`src/hdl/ilp_pkg.sv`:
```
// Shared types and constants for the integer literal parser.
// Holds the phase encoding, error and class codes, and the per-tag prefix table.
// No dependencies.
package ilp_pkg;

	// Parser phase
	typedef enum logic [1:0] {
		PH_PREFIX = 2'd0,
		PH_DIGITS = 2'd1,
		PH_SUFFIX = 2'd2,
		PH_DRAIN  = 2'd3
	} phase_t;

	// Error codes, first one wins
	localparam logic [1:0] ERR_NONE    = 2'd0;
	localparam logic [1:0] ERR_TOO_BIG = 2'd1;
	localparam logic [1:0] ERR_INVALID = 2'd2;

	// Type classes
	localparam logic [1:0] CLS_INT  = 2'd0;
	localparam logic [1:0] CLS_LONG = 2'd1;
	localparam logic [1:0] CLS_WIDE = 2'd2;

	// Radix tags
	localparam logic [1:0] RDX_DEC = 2'd0;
	localparam logic [1:0] RDX_HEX = 2'd1;
	localparam logic [1:0] RDX_OCT = 2'd2;
	localparam logic [1:0] RDX_BIN = 2'd3;

	// Character codes
	localparam logic [7:0] CH_NUL  = 8'h00;
	localparam logic [7:0] CH_0    = 8'h30;
	localparam logic [7:0] CH_1    = 8'h31;
	localparam logic [7:0] CH_7    = 8'h37;
	localparam logic [7:0] CH_8    = 8'h38;
	localparam logic [7:0] CH_9    = 8'h39;
	localparam logic [7:0] CH_UA   = 8'h41;
	localparam logic [7:0] CH_UF   = 8'h46;
	localparam logic [7:0] CH_UL   = 8'h4C;
	localparam logic [7:0] CH_UU   = 8'h55;
	localparam logic [7:0] CH_LA   = 8'h61;
	localparam logic [7:0] CH_LF   = 8'h66;
	localparam logic [7:0] CH_LL   = 8'h6C;
	localparam logic [7:0] CH_LU   = 8'h75;

	// Saturation point of the digit counter
	localparam logic [6:0] DC_MAX = 7'd127;

	// Control state besides the accumulator
	typedef struct packed {
		logic [6:0] digit_count;
		phase_t     phase;
		logic [1:0] prefix_left;
		logic       unsigned_seen;
		logic       long_seen;
		logic [1:0] first_error;
	} ctl_t;

	localparam ctl_t CTL_RESET = '{
		digit_count:   7'd0,
		phase:         PH_PREFIX,
		prefix_left:   2'd0,
		unsigned_seen: 1'b0,
		long_seen:     1'b0,
		first_error:   ERR_NONE
	};

	// Prefix length per radix tag ("", "0x", "0", "0b")
	function automatic logic [1:0] prefix_len(input logic [1:0] rdx);
		logic [1:0] len;
		unique case (rdx)
			RDX_DEC: len = 2'd0;
			RDX_HEX: len = 2'd2;
			RDX_OCT: len = 2'd1;
			default: len = 2'd2;
		endcase
		return len;
	endfunction

endpackage

```
`src/hdl/integer_literal_parser_core.sv`:
```
// Integer literal parser: one character per transaction, result on the zero byte.
// The result passes through the input register and then the result register.
// Throughput: one character per cycle, but a terminator waits while an untaken result is held;
// the state loop runs through the digit update (shift-add by ten plus compare).
// Reset: arst_n clears all parser state and both valid flags; no clearing pass.
// Depends on ilp_pkg, ilp_step, ilp_emit.
module integer_literal_parser_core #(
	parameter int VALUE_BITS = 64
) (
	input  logic        clk,
	input  logic        arst_n,
	input  logic        s_tvalid,
	output logic        s_tready,
	input  logic [7:0]  s_tdata,   // [7:0] char_code
	input  logic [1:0]  s_tuser,   // [1:0] radix
	output logic        m_tvalid,
	input  logic        m_tready,
	output logic [71:0] m_tdata    // [63:0] value, [65:64] type_class, [66] signed_flag,
	                               // [68:67] error, [71:69] zero
);
	import ilp_pkg::*;

	// Input register
	logic       vld_s1;
	logic [7:0] char_s1;
	logic [1:0] radix_s1;

	// Parser state
	logic [VALUE_BITS-1:0] acc_q;
	ctl_t                  ctl_q;

	// Result register
	logic        out_vld_q;
	logic [71:0] out_data_q;

	logic [VALUE_BITS-1:0] acc_nxt;
	ctl_t                  ctl_nxt;
	logic [63:0]           e_value;
	logic [1:0]            e_class;
	logic                  e_signed;
	logic [1:0]            e_error;
	logic                  is_term;
	logic                  consume;

	ilp_step #(.VALUE_BITS(VALUE_BITS)) u_step (
		.acc       (acc_q),
		.ctl       (ctl_q),
		.char_code (char_s1),
		.radix     (radix_s1),
		.acc_nxt   (acc_nxt),
		.ctl_nxt   (ctl_nxt)
	);

	ilp_emit #(.VALUE_BITS(VALUE_BITS)) u_emit (
		.acc         (acc_q),
		.ctl         (ctl_q),
		.value       (e_value),
		.type_class  (e_class),
		.signed_flag (e_signed),
		.error       (e_error)
	);

	// A terminator needs room in the result register; other characters always go
	assign is_term  = (char_s1 == CH_NUL);
	assign consume  = vld_s1 && (!is_term || !out_vld_q || m_tready);
	assign s_tready = !vld_s1 || consume;

	// Control and state
	always_ff @(posedge clk or negedge arst_n) begin
		if (!arst_n) begin
			vld_s1    <= 1'b0;
			acc_q     <= '0;
			ctl_q     <= CTL_RESET;
			out_vld_q <= 1'b0;
		end else begin
			if (s_tready)
				vld_s1 <= s_tvalid;
			// Result held until taken, reloaded by a terminator
			out_vld_q <= (consume && is_term) || (out_vld_q && !m_tready);
			if (consume) begin
				if (is_term) begin
					acc_q <= '0;
					ctl_q <= CTL_RESET;
				end else begin
					acc_q <= acc_nxt;
					ctl_q <= ctl_nxt;
				end
			end
		end
	end

	// Payload registers
	always_ff @(posedge clk) begin
		if (s_tvalid && s_tready) begin
			char_s1  <= s_tdata;
			radix_s1 <= s_tuser;
		end
		if (consume && is_term)
			out_data_q <= {3'b000, e_error, e_signed, e_class, e_value};
	end

	assign m_tvalid = out_vld_q;
	assign m_tdata  = out_data_q;

endmodule

```
`src/hdl/ilp_step.sv`:
```
// Next-state logic of the parser for one non-terminating character.
// Covers prefix skip, per-radix digit accumulation with overflow tests, suffixes.
// Depends on ilp_pkg.
module ilp_step #(
	parameter int VALUE_BITS = 64
) (
	input  logic [VALUE_BITS-1:0] acc,
	input  ilp_pkg::ctl_t         ctl,
	input  logic [7:0]            char_code,
	input  logic [1:0]            radix,
	output logic [VALUE_BITS-1:0] acc_nxt,
	output ilp_pkg::ctl_t         ctl_nxt
);
	import ilp_pkg::*;

	localparam logic [VALUE_BITS-1:0] MAXV    = {1'b0, {(VALUE_BITS-1){1'b1}}};
	localparam logic [VALUE_BITS-1:0] DEC_LIM = MAXV / 10;
	localparam logic [6:0]            HEX_LIM = 7'(VALUE_BITS / 4);
	localparam logic [6:0]            BIN_LIM = 7'(VALUE_BITS);

	// Character classification
	logic       is_dec, is_oct, is_oct_bad, is_bin, is_hex_ul, is_hex_lc, is_hex_uc;
	logic [3:0] dec_d, hex_d;
	logic       is_u, is_l;
	logic [VALUE_BITS-1:0] prod;
	logic [6:0] dc_inc;

	assign is_dec     = (char_code >= CH_0) && (char_code <= CH_9);
	assign is_oct     = (char_code >= CH_0) && (char_code <= CH_7);
	assign is_oct_bad = (char_code == CH_8) || (char_code == CH_9);
	assign is_bin     = (char_code == CH_0) || (char_code == CH_1);
	assign is_hex_lc  = (char_code >= CH_LA) && (char_code <= CH_LF);
	assign is_hex_uc  = (char_code >= CH_UA) && (char_code <= CH_UF);
	assign is_hex_ul  = is_dec || is_hex_lc || is_hex_uc;
	assign dec_d      = 4'(char_code - CH_0);
	assign is_u       = (char_code == CH_LU) || (char_code == CH_UU);
	assign is_l       = (char_code == CH_LL) || (char_code == CH_UL);

	always_comb begin
		unique if (is_hex_lc)
			hex_d = 4'(char_code - CH_LA + 8'd10);
		else if (is_hex_uc)
			hex_d = 4'(char_code - CH_UA + 8'd10);
		else
			hex_d = dec_d;
	end

	// acc * 10, wrapping
	assign prod   = (acc << 3) + (acc << 1);
	assign dc_inc = (ctl.digit_count < DC_MAX) ? ctl.digit_count + 7'd1 : ctl.digit_count;

	// Phase sequencing, then digit, then suffix handling
	always_comb begin
		logic run_digit;
		logic run_suffix;
		logic [1:0] err;
		logic raise;
		logic [1:0] plen;
		logic [1:0] pl_dec;

		acc_nxt    = acc;
		ctl_nxt    = ctl;
		run_digit  = 1'b0;
		run_suffix = 1'b0;
		raise      = 1'b0;
		err        = ERR_NONE;
		plen       = prefix_len(radix);
		pl_dec     = ctl.prefix_left - 2'd1;

		unique case (ctl.phase)
			PH_PREFIX: begin
				if (ctl.prefix_left != 2'd0) begin
					ctl_nxt.prefix_left = pl_dec;
					if (pl_dec == 2'd0)
						ctl_nxt.phase = PH_DIGITS;
				end else if (plen != 2'd0) begin
					ctl_nxt.prefix_left = plen - 2'd1;
					if (plen == 2'd1)
						ctl_nxt.phase = PH_DIGITS;
				end else begin
					ctl_nxt.phase = PH_DIGITS;
					run_digit     = 1'b1;
				end
			end
			PH_DIGITS: run_digit  = 1'b1;
			PH_SUFFIX: run_suffix = 1'b1;
			default: ;
		endcase

		// Digit of the character's own radix
		if (run_digit) begin
			unique case (radix)
				RDX_DEC: begin
					if (is_dec) begin
						if ($signed(acc) > $signed(DEC_LIM)) begin
							raise = 1'b1;
							err   = ERR_TOO_BIG;
						end else begin
							acc_nxt = prod;
							if ($signed(prod) > $signed(MAXV - VALUE_BITS'(dec_d))) begin
								raise = 1'b1;
								err   = ERR_TOO_BIG;
							end else begin
								acc_nxt = prod + VALUE_BITS'(dec_d);
							end
						end
					end else begin
						run_suffix = 1'b1;
					end
				end
				RDX_HEX: begin
					if (is_hex_ul) begin
						ctl_nxt.digit_count = dc_inc;
						if (dc_inc > HEX_LIM) begin
							raise = 1'b1;
							err   = ERR_TOO_BIG;
						end else begin
							acc_nxt = {acc[VALUE_BITS-5:0], hex_d};
						end
					end else begin
						run_suffix = 1'b1;
					end
				end
				RDX_OCT: begin
					if (is_oct) begin
						if (acc[VALUE_BITS-1 -: 3] != 3'd0) begin
							raise = 1'b1;
							err   = ERR_TOO_BIG;
						end else begin
							acc_nxt = {acc[VALUE_BITS-4:0], dec_d[2:0]};
						end
					end else if (is_oct_bad) begin
						raise = 1'b1;
						err   = ERR_INVALID;
					end else begin
						run_suffix = 1'b1;
					end
				end
				default: begin
					if (is_bin) begin
						acc_nxt             = {acc[VALUE_BITS-2:0], dec_d[0]};
						ctl_nxt.digit_count = dc_inc;
						if (dc_inc > BIN_LIM) begin
							raise = 1'b1;
							err   = ERR_TOO_BIG;
						end
					end else begin
						run_suffix = 1'b1;
					end
				end
			endcase
			if (run_suffix)
				ctl_nxt.phase = PH_SUFFIX;
		end

		// Suffix letters
		if (run_suffix) begin
			if (is_u)
				ctl_nxt.unsigned_seen = 1'b1;
			else if (is_l)
				ctl_nxt.long_seen = 1'b1;
			else begin
				raise = 1'b1;
				err   = ERR_INVALID;
			end
		end

		// Keep only the first error, then drain
		if (raise) begin
			if (ctl.first_error == ERR_NONE)
				ctl_nxt.first_error = err;
			ctl_nxt.phase = PH_DRAIN;
		end
	end

endmodule

```
`src/hdl/ilp_emit.sv`:
```
// Result formatting on the terminating zero byte.
// Sign-extends the value and derives type class, signedness and error.
// Depends on ilp_pkg.
module ilp_emit #(
	parameter int VALUE_BITS = 64
) (
	input  logic [VALUE_BITS-1:0] acc,
	input  ilp_pkg::ctl_t         ctl,
	output logic [63:0]           value,
	output logic [1:0]            type_class,
	output logic                  signed_flag,
	output logic [1:0]            error
);
	import ilp_pkg::*;

	localparam logic [VALUE_BITS-1:0] INT_LIM   = VALUE_BITS'(2147483647);
	localparam logic [VALUE_BITS-1:0] SHORT_LIM = VALUE_BITS'(32767);

	assign value = 64'(signed'(acc));

	// Class by signed compare; l suffix lifts int to long
	always_comb begin
		priority if ($signed(acc) > $signed(INT_LIM))
			type_class = CLS_WIDE;
		else if ($signed(acc) > $signed(SHORT_LIM))
			type_class = CLS_LONG;
		else if (ctl.long_seen)
			type_class = CLS_LONG;
		else
			type_class = CLS_INT;
	end

	assign signed_flag = ~ctl.unsigned_seen;
	assign error       = ctl.first_error;

endmodule
```
`config.mk`:
```
export PLATFORM = sky130hd
export DESIGN_NAME = integer_literal_parser_core
export DESIGN_NICKNAME = d
export VERILOG_FILES = /design/src/hdl/ilp_pkg.sv /design/src/hdl/integer_literal_parser_core.sv /design/src/hdl/ilp_step.sv /design/src/hdl/ilp_emit.sv
export SDC_FILE = /design/constraint.sdc
export NUM_CORES = 1
export LEC_CHECK = 0
export ABC_AREA = 0
export CAP_MARGIN = 30
export CORE_AREA = 5 5 151 262
export DETAILED_ROUTE_END_ITERATION = 8
export DIE_AREA = 0 0 156 267
export DONT_BUFFER_PORTS = 1
export PLACE_DENSITY_LB_ADDON = 0.25
export SLEW_MARGIN = 20
export SYNTH_ARGS = -nofsm -noshare
export SYNTH_HDL_FRONTEND = slang
export SYNTH_SLANG_ARGS = --single-unit
```
`constraint.sdc`:
```
create_clock -name clk -period 8.1 [get_ports clk]
set_input_delay 1.62 -clock clk [delete_from_list [all_inputs] [get_ports clk]]
set_output_delay 1.62 -clock clk [all_outputs]
set_load 0.005 [all_outputs]
```
* Word-level counts from Yosys, hierarchy flattened
Cells that the tools add are included.
** Operators by class
- Add/sub/neg operators :: 11
- Magnitude comparators :: 14
- Equality and inequality tests :: 21
- Multiplexer cells :: 78
- Bitwise logic cells :: 1
- Reduce and logical (&&, ||, !) cells :: 47
** Operators by type and width (count)
- 2-to-1 mux 64 bit :: 10
- case mux 64 bit (3 select lines) :: 1
- adder 64 x 4 -> 64 bit :: 1
- adder 64 bit :: 1
- > comparator 64 x 16 -> 1 bit (second input constant) :: 1
- > comparator 64 x 32 -> 1 bit (second input constant) :: 1
- > comparator 64 x 61 -> 1 bit (second input constant) :: 1
- > comparator 64 bit :: 1
- subtractor 63 x 4 -> 64 bit (first input constant) :: 1
- 2-to-1 mux 2 bit :: 20
- == test 8 x 6 -> 1 bit (second input constant) :: 4
- == test 8 x 7 -> 1 bit (second input constant) :: 4
- 2-to-1 mux 1 bit :: 32
- 2-to-1 mux 7 bit :: 3
- nonzero test 2 bit :: 9
- greater-or-equal comparator 8 x 7 -> 1 bit (second input constant) :: 2
- less-or-equal comparator 8 x 6 -> 1 bit (second input constant) :: 2
- less-or-equal comparator 8 x 7 -> 1 bit (second input constant) :: 2
- 2-to-1 mux 4 bit :: 4
- 2-to-1 mux 15 bit :: 1
- case mux 7 bit (2 select lines) :: 1
- subtractor 4 x 1 -> 4 bit (second input constant) :: 3
- logical OR 1 bit :: 10
- 2-to-1 mux 9 bit :: 1
- 29 further kinds :: 56
** Storage, ports and cells
- Register bits :: 160
- Bits of input ports :: 14
- Output and inout bits :: 74

* Logic depth before layout (Yosys ltp)
- Depth after elaboration :: 14
- Mapped depth :: 18
- Mapped depth without buffers :: 15

* Cells and area by module
From an unflattened synthesis, not the netlist that was laid out.
** Unflattened totals
- Cell total of the unflattened synthesis :: 2571
- Area total of the unflattened synthesis :: 19253.5 µm²
** By module, submodules not included
- ilp_step :: instances 1, cells an instance 2207, area each 13294.0 µm², sequential area each 0.0 µm²
- integer_literal_parser_core :: instances 1, cells an instance 276, area each 5323.9 µm², sequential area each 4399.2 µm²
- ilp_emit :: instances 1, cells an instance 88, area each 635.6 µm², sequential area each 0.0 µm²

* Worst setup path after synthesis
OpenSTA, ideal clock, no wires.
- Path type :: input -> register
- Start point :: input port m_tready
- End point :: register acc_q[59]
- Setup time :: 136 ps
- Arrival time :: 5566 ps
- Path slack :: 2398 ps
- Stages on the path :: 8
- Cells stage by stage :: nand2b_1 nand3_1 clkinv_1 a31oi_1 clkbuf_1 clkbuf_1 mux2i_1 o41ai_2
** Between the ends
- Word-level cells in the longest chain between the ends :: 3
** RTL lines
- from (decl) :: line integer_literal_parser_core.sv:17 : input logic m_tready,
- logical OR 1 bit :: line integer_literal_parser_core.sv:65 : assign consume = vld_s1 && (!is_term || !out_vld_q || m_tready);
- logical AND 1 bit :: line integer_literal_parser_core.sv:65
- AND reduction 9 bit (no line)
- to (signal assigned) :: line integer_literal_parser_core.sv:85 : acc_q <= acc_nxt;
- to (decl) :: line integer_literal_parser_core.sv:29 : logic [VALUE_BITS-1:0] acc_q;
Every way passes these cells.
A chain may end at the register's enable or synchronous reset.

* Worst setup path after layout
- Start point :: register acc_q[5]
- End point :: register acc_q[0]
** Between the ends
- Word-level cells in the longest chain between the ends :: 8
- Elaborated cells on any way between the ends :: 11
- Classes of those cells :: add/sub (1); order compare (2); eq/ne (1); mux (6); reduce/logical (1)
** RTL lines
- adder 64 bit :: line ilp_step.sv:49 : assign prod = (acc << 3) + (acc << 1);
- > comparator 64 bit :: line ilp_step.sv:100 : if ($signed(prod) > $signed(MAXV - VALUE_BITS'(dec_d))) begin
- 2-to-1 mux 64 bit :: line ilp_step.sv:100
- 2-to-1 mux 64 bit :: line ilp_step.sv:95 : if ($signed(acc) > $signed(DEC_LIM)) begin
- 2-to-1 mux 64 bit :: line ilp_step.sv:94 : if (is_dec) begin
- case mux 64 bit (3 select lines) :: line ilp_step.sv:92 : unique case (radix)
- 2-to-1 mux 64 bit :: line ilp_step.sv:91 : if (run_digit) begin
- 2-to-1 mux 64 bit :: line integer_literal_parser_core.sv:81 : if (is_term) begin
Parallel ways exist; a longest one is shown, timed or not. The select of a mux whose other input is x is not followed.

==> qor.yml <==
placed_design:
  gp_congestion: 0.9982
  placed_area_sq_um: 14940
  placedCellCount: 2179
  dp_hpwl_um: 42150
  portBuffers: 0
grt:
  overflow: 0
  grt_first_pass_wirelength_um: 86620
  antenna_found_initial: 0
  grt_max_degree: 82
  grt_pass1_vias: 14420
  grt_usage_pct: 26.87
finish:
  stdcell_area_sq_um: 15550
  area_growth_pct: 6.184
  num_antenna_cells: 0
  fillCellCount: 3701
  seq_area_sq_um: 4399
  layout.nets: 1806
  stdcell_count: 2211
  drive_gt1_share_pct: 6.008
  multi_input_area_sq_um: 9702
yosys:
  ys_ff_latch: 160
  synth_area_leader_cell: "edfxtp_1"
  yosysMostFrequentCell: "nor2_1"
  synth.distinct_cells: 94
  ys_async_sr_fraction_pct: 50.63
  avgSynthCellArea_sq_um: 8.161
  syn_inst: 1795
  seq_area_frac_synth_pct: 30.03
  synth_top_cell_area_share_pct: 16.19
  synth_edf_count: 79
  synth_area_sq_um: 14650
  ys_warn_count: 0
  ys.flop_type: "dfrtp_1"
  synth_area_leaders: "edfxtp_1, dfrtp_1, ha_1"
  synth_common_cells: "nor2_1, a21oi_1, nand2_1, o21ai_0, nor3_1"
critical_path:
  crit_chain: "ha_1 -> and3_1 -> a221oi_2 -> or4_4 -> a211o_1 -> a21o_1 -> a211oi_1 -> o21ai_0 -> nor4_2 -> o311ai_2 -> nor4_4 -> buf_4 -> nor2b_1 -> a221oi_1 -> o31ai_1"
  path_max_fanout: 16
  cp.arrival_ps: 6670
  cp_slowest_cell: "nor4_2"
  end_kind: "flip-flop"
  required_ps: 8410
  crit_type: "flip-flop to flip-flop"
  reg2reg_depth: 15
  crit_path_start_kind: "flip-flop"
  slowest_delay_ps: 670
clocking:
  clkLatencyLatePin_ps: 470
  cts_max_path_buffers: 2
  cts_hold_buf: 0
  clock-root-buffer: "clkbuf_16"
  cts_num_sinks: 160
  cts_buffers: 17
  postCtsSetupBuffers: 0
  cts_tree: "done"
  clkSlewWorstSetupHoldPaths_ps: 70
  cts_resized: 0
  htree_num_levels: 4
pwr:
  p_leak_nw: 5.496
  peakVddDrop_mv: 0.1772
  power_density_nw_per_um2: 362.8
  total_power_w: 0.005643
floorplan:
  io_pins: 88
  dieArea_sq_um: 41650
  die_w_um: 156
  start_util_pct: 39.29
  die_h_um: 267
  coreArea_sq_um: 37280
  row_count: 94
routing:
  drc: 0
  wire_per_inst_um: 25.85
  vias: 14800
  firstDrtPassIters: 5
  via_per_inst: 6.692
  wl_um: 57150
  drtIter0Drc: 1581
  ant_nets: 0
timing:
  post-route-period-util_pct: 78.54
  finClkSkew_ps: 19.90
  setup-violations-final: 0
  tightest_slew_ps: 993.4
  min_period_ps: 6362
  fmax_mhz: 157.2
  final.setup.tns_ps: 0
  maxSlewViolCount: 0
  slew-limit-headroom_pct: 33.78
  finalHoldViolCount: 0
  rsz0062_at_grt: "no"
status:
  outcome: "finished, final reports clean"
run:
  drv_cap: 0
hold_path:
  hp-class: "flip-flop to flip-flop"
  min_path_cells: 0
==> worst paths after layout <==
| path | startpoint | to | slack [ps] |
|---|---|---|---|
| worst max register to register | acc_q[5]$_DFFE_PN0P_ | acc_q[0]$_DFFE_PN0P_ | 1740 |
| max in group asynchronous | arst_n | acc_q[60]$_DFFE_PN0P_ | 6970 |
| min in group asynchronous | arst_n | acc_q[2]$_DFFE_PN0P_ | 850 |
| worst min register to register | ctl_q[0]$_DFFE_PN0P_ | m_tdata[67]$_DFFE_PP_ | 490 |
| worst max-delay path | acc_q[5]$_DFFE_PN0P_ | acc_q[0]$_DFFE_PN0P_ | 1740 |
| worst min-delay path | ctl_q[0]$_DFFE_PN0P_ | m_tdata[67]$_DFFE_PP_ | 490 |
==> metrics by stage <==
step           hold WS [ps]  setup WS (ps)  utilization (%)
6_report              490.9           1738            41.72
5_1_grt               501.6           1583            41.72
4_1_cts               491.7           1857            41.72
3_5_place_dp          468.0           1896            40.06
3_3_place_gp          466.2           1829            40.02
2_1_floorplan         447.1           2398                -
==> state kept, by name, summed over array words and instances, names as in the netlist <==
signal,flops
acc_q,64
m_tdata,69
m_tvalid,1
vld_s1,1
radix_s1,2
char_s1,8
ctl_q,15
==> worst max-delay path: cells and delay by family (launching register included) <==
kind	cells	cell delay (ps)
AOI/OAI and AO/OA	8	2580
buffers and inverters	1	370
and+or+nand+nor	5	2180
adders and majority gates	1	530
DFF	1	540
==> power by group <==
| part | internal [W] | switching (W) |
|---|---|---|
| sequential | 0.00103 | 0.000472 |
| combinational | 0.00115 | 0.00210 |
| clock | 0.000496 | 0.000394 |
==> per-layer routing <==
metal  vias to the layer above  track usage, %  routed length [um]
li1                       6786               -                   -
met1                      7202           31.34               21610
met2                       648           47.71               29260
met3                       159           2.888                2994
met4                         0           14.49                3288
met5                         -               0                   0
==> area by class of cell <==
cell class / count / share of cell area, %
sequential: 160 / 28.28
timing repair buffer: 15 / 0.7722
clock buffer: 17 / 2.735
tap: 480 / 3.861
clock inverter: 15 / 1.247
inverter: 30 / 0.7320
multi-input combinational: 1494 / 62.37
==> logic make-up after synthesis <==
logic type	after synthesis	share of synthesized area, %
flip-flops	160	30.03
multiplexers	25	1.776
AO/OA/AOI/OAI	551	25.77
adder cells (fa/ha/maj)	74	6.423
other	1	0.02560
AND/OR/NAND/NOR	741	26.01
buffers and inverters	143	3.989
XOR/XNOR	100	5.979
==> layout by cell type, fill, tap and decap left out, types with 28 or more instances in the layout <==
cell	Yosys	final
edfxtp_1	79	79
xnor2_1	64	64
a221oi_1	61	61
inv_1	29	28
nand3_1	41	41
a21oi_1	156	156
nand4_1	48	48
dfrtp_1	81	81
xor2_1	36	36
nor2_1	198	198
nand2_1	144	144
nor3_1	90	90
ha_1	72	69
nor4_1	74	73
o31ai_1	37	37
o21ai_0	98	98
(Power assumes the default switching activity.)
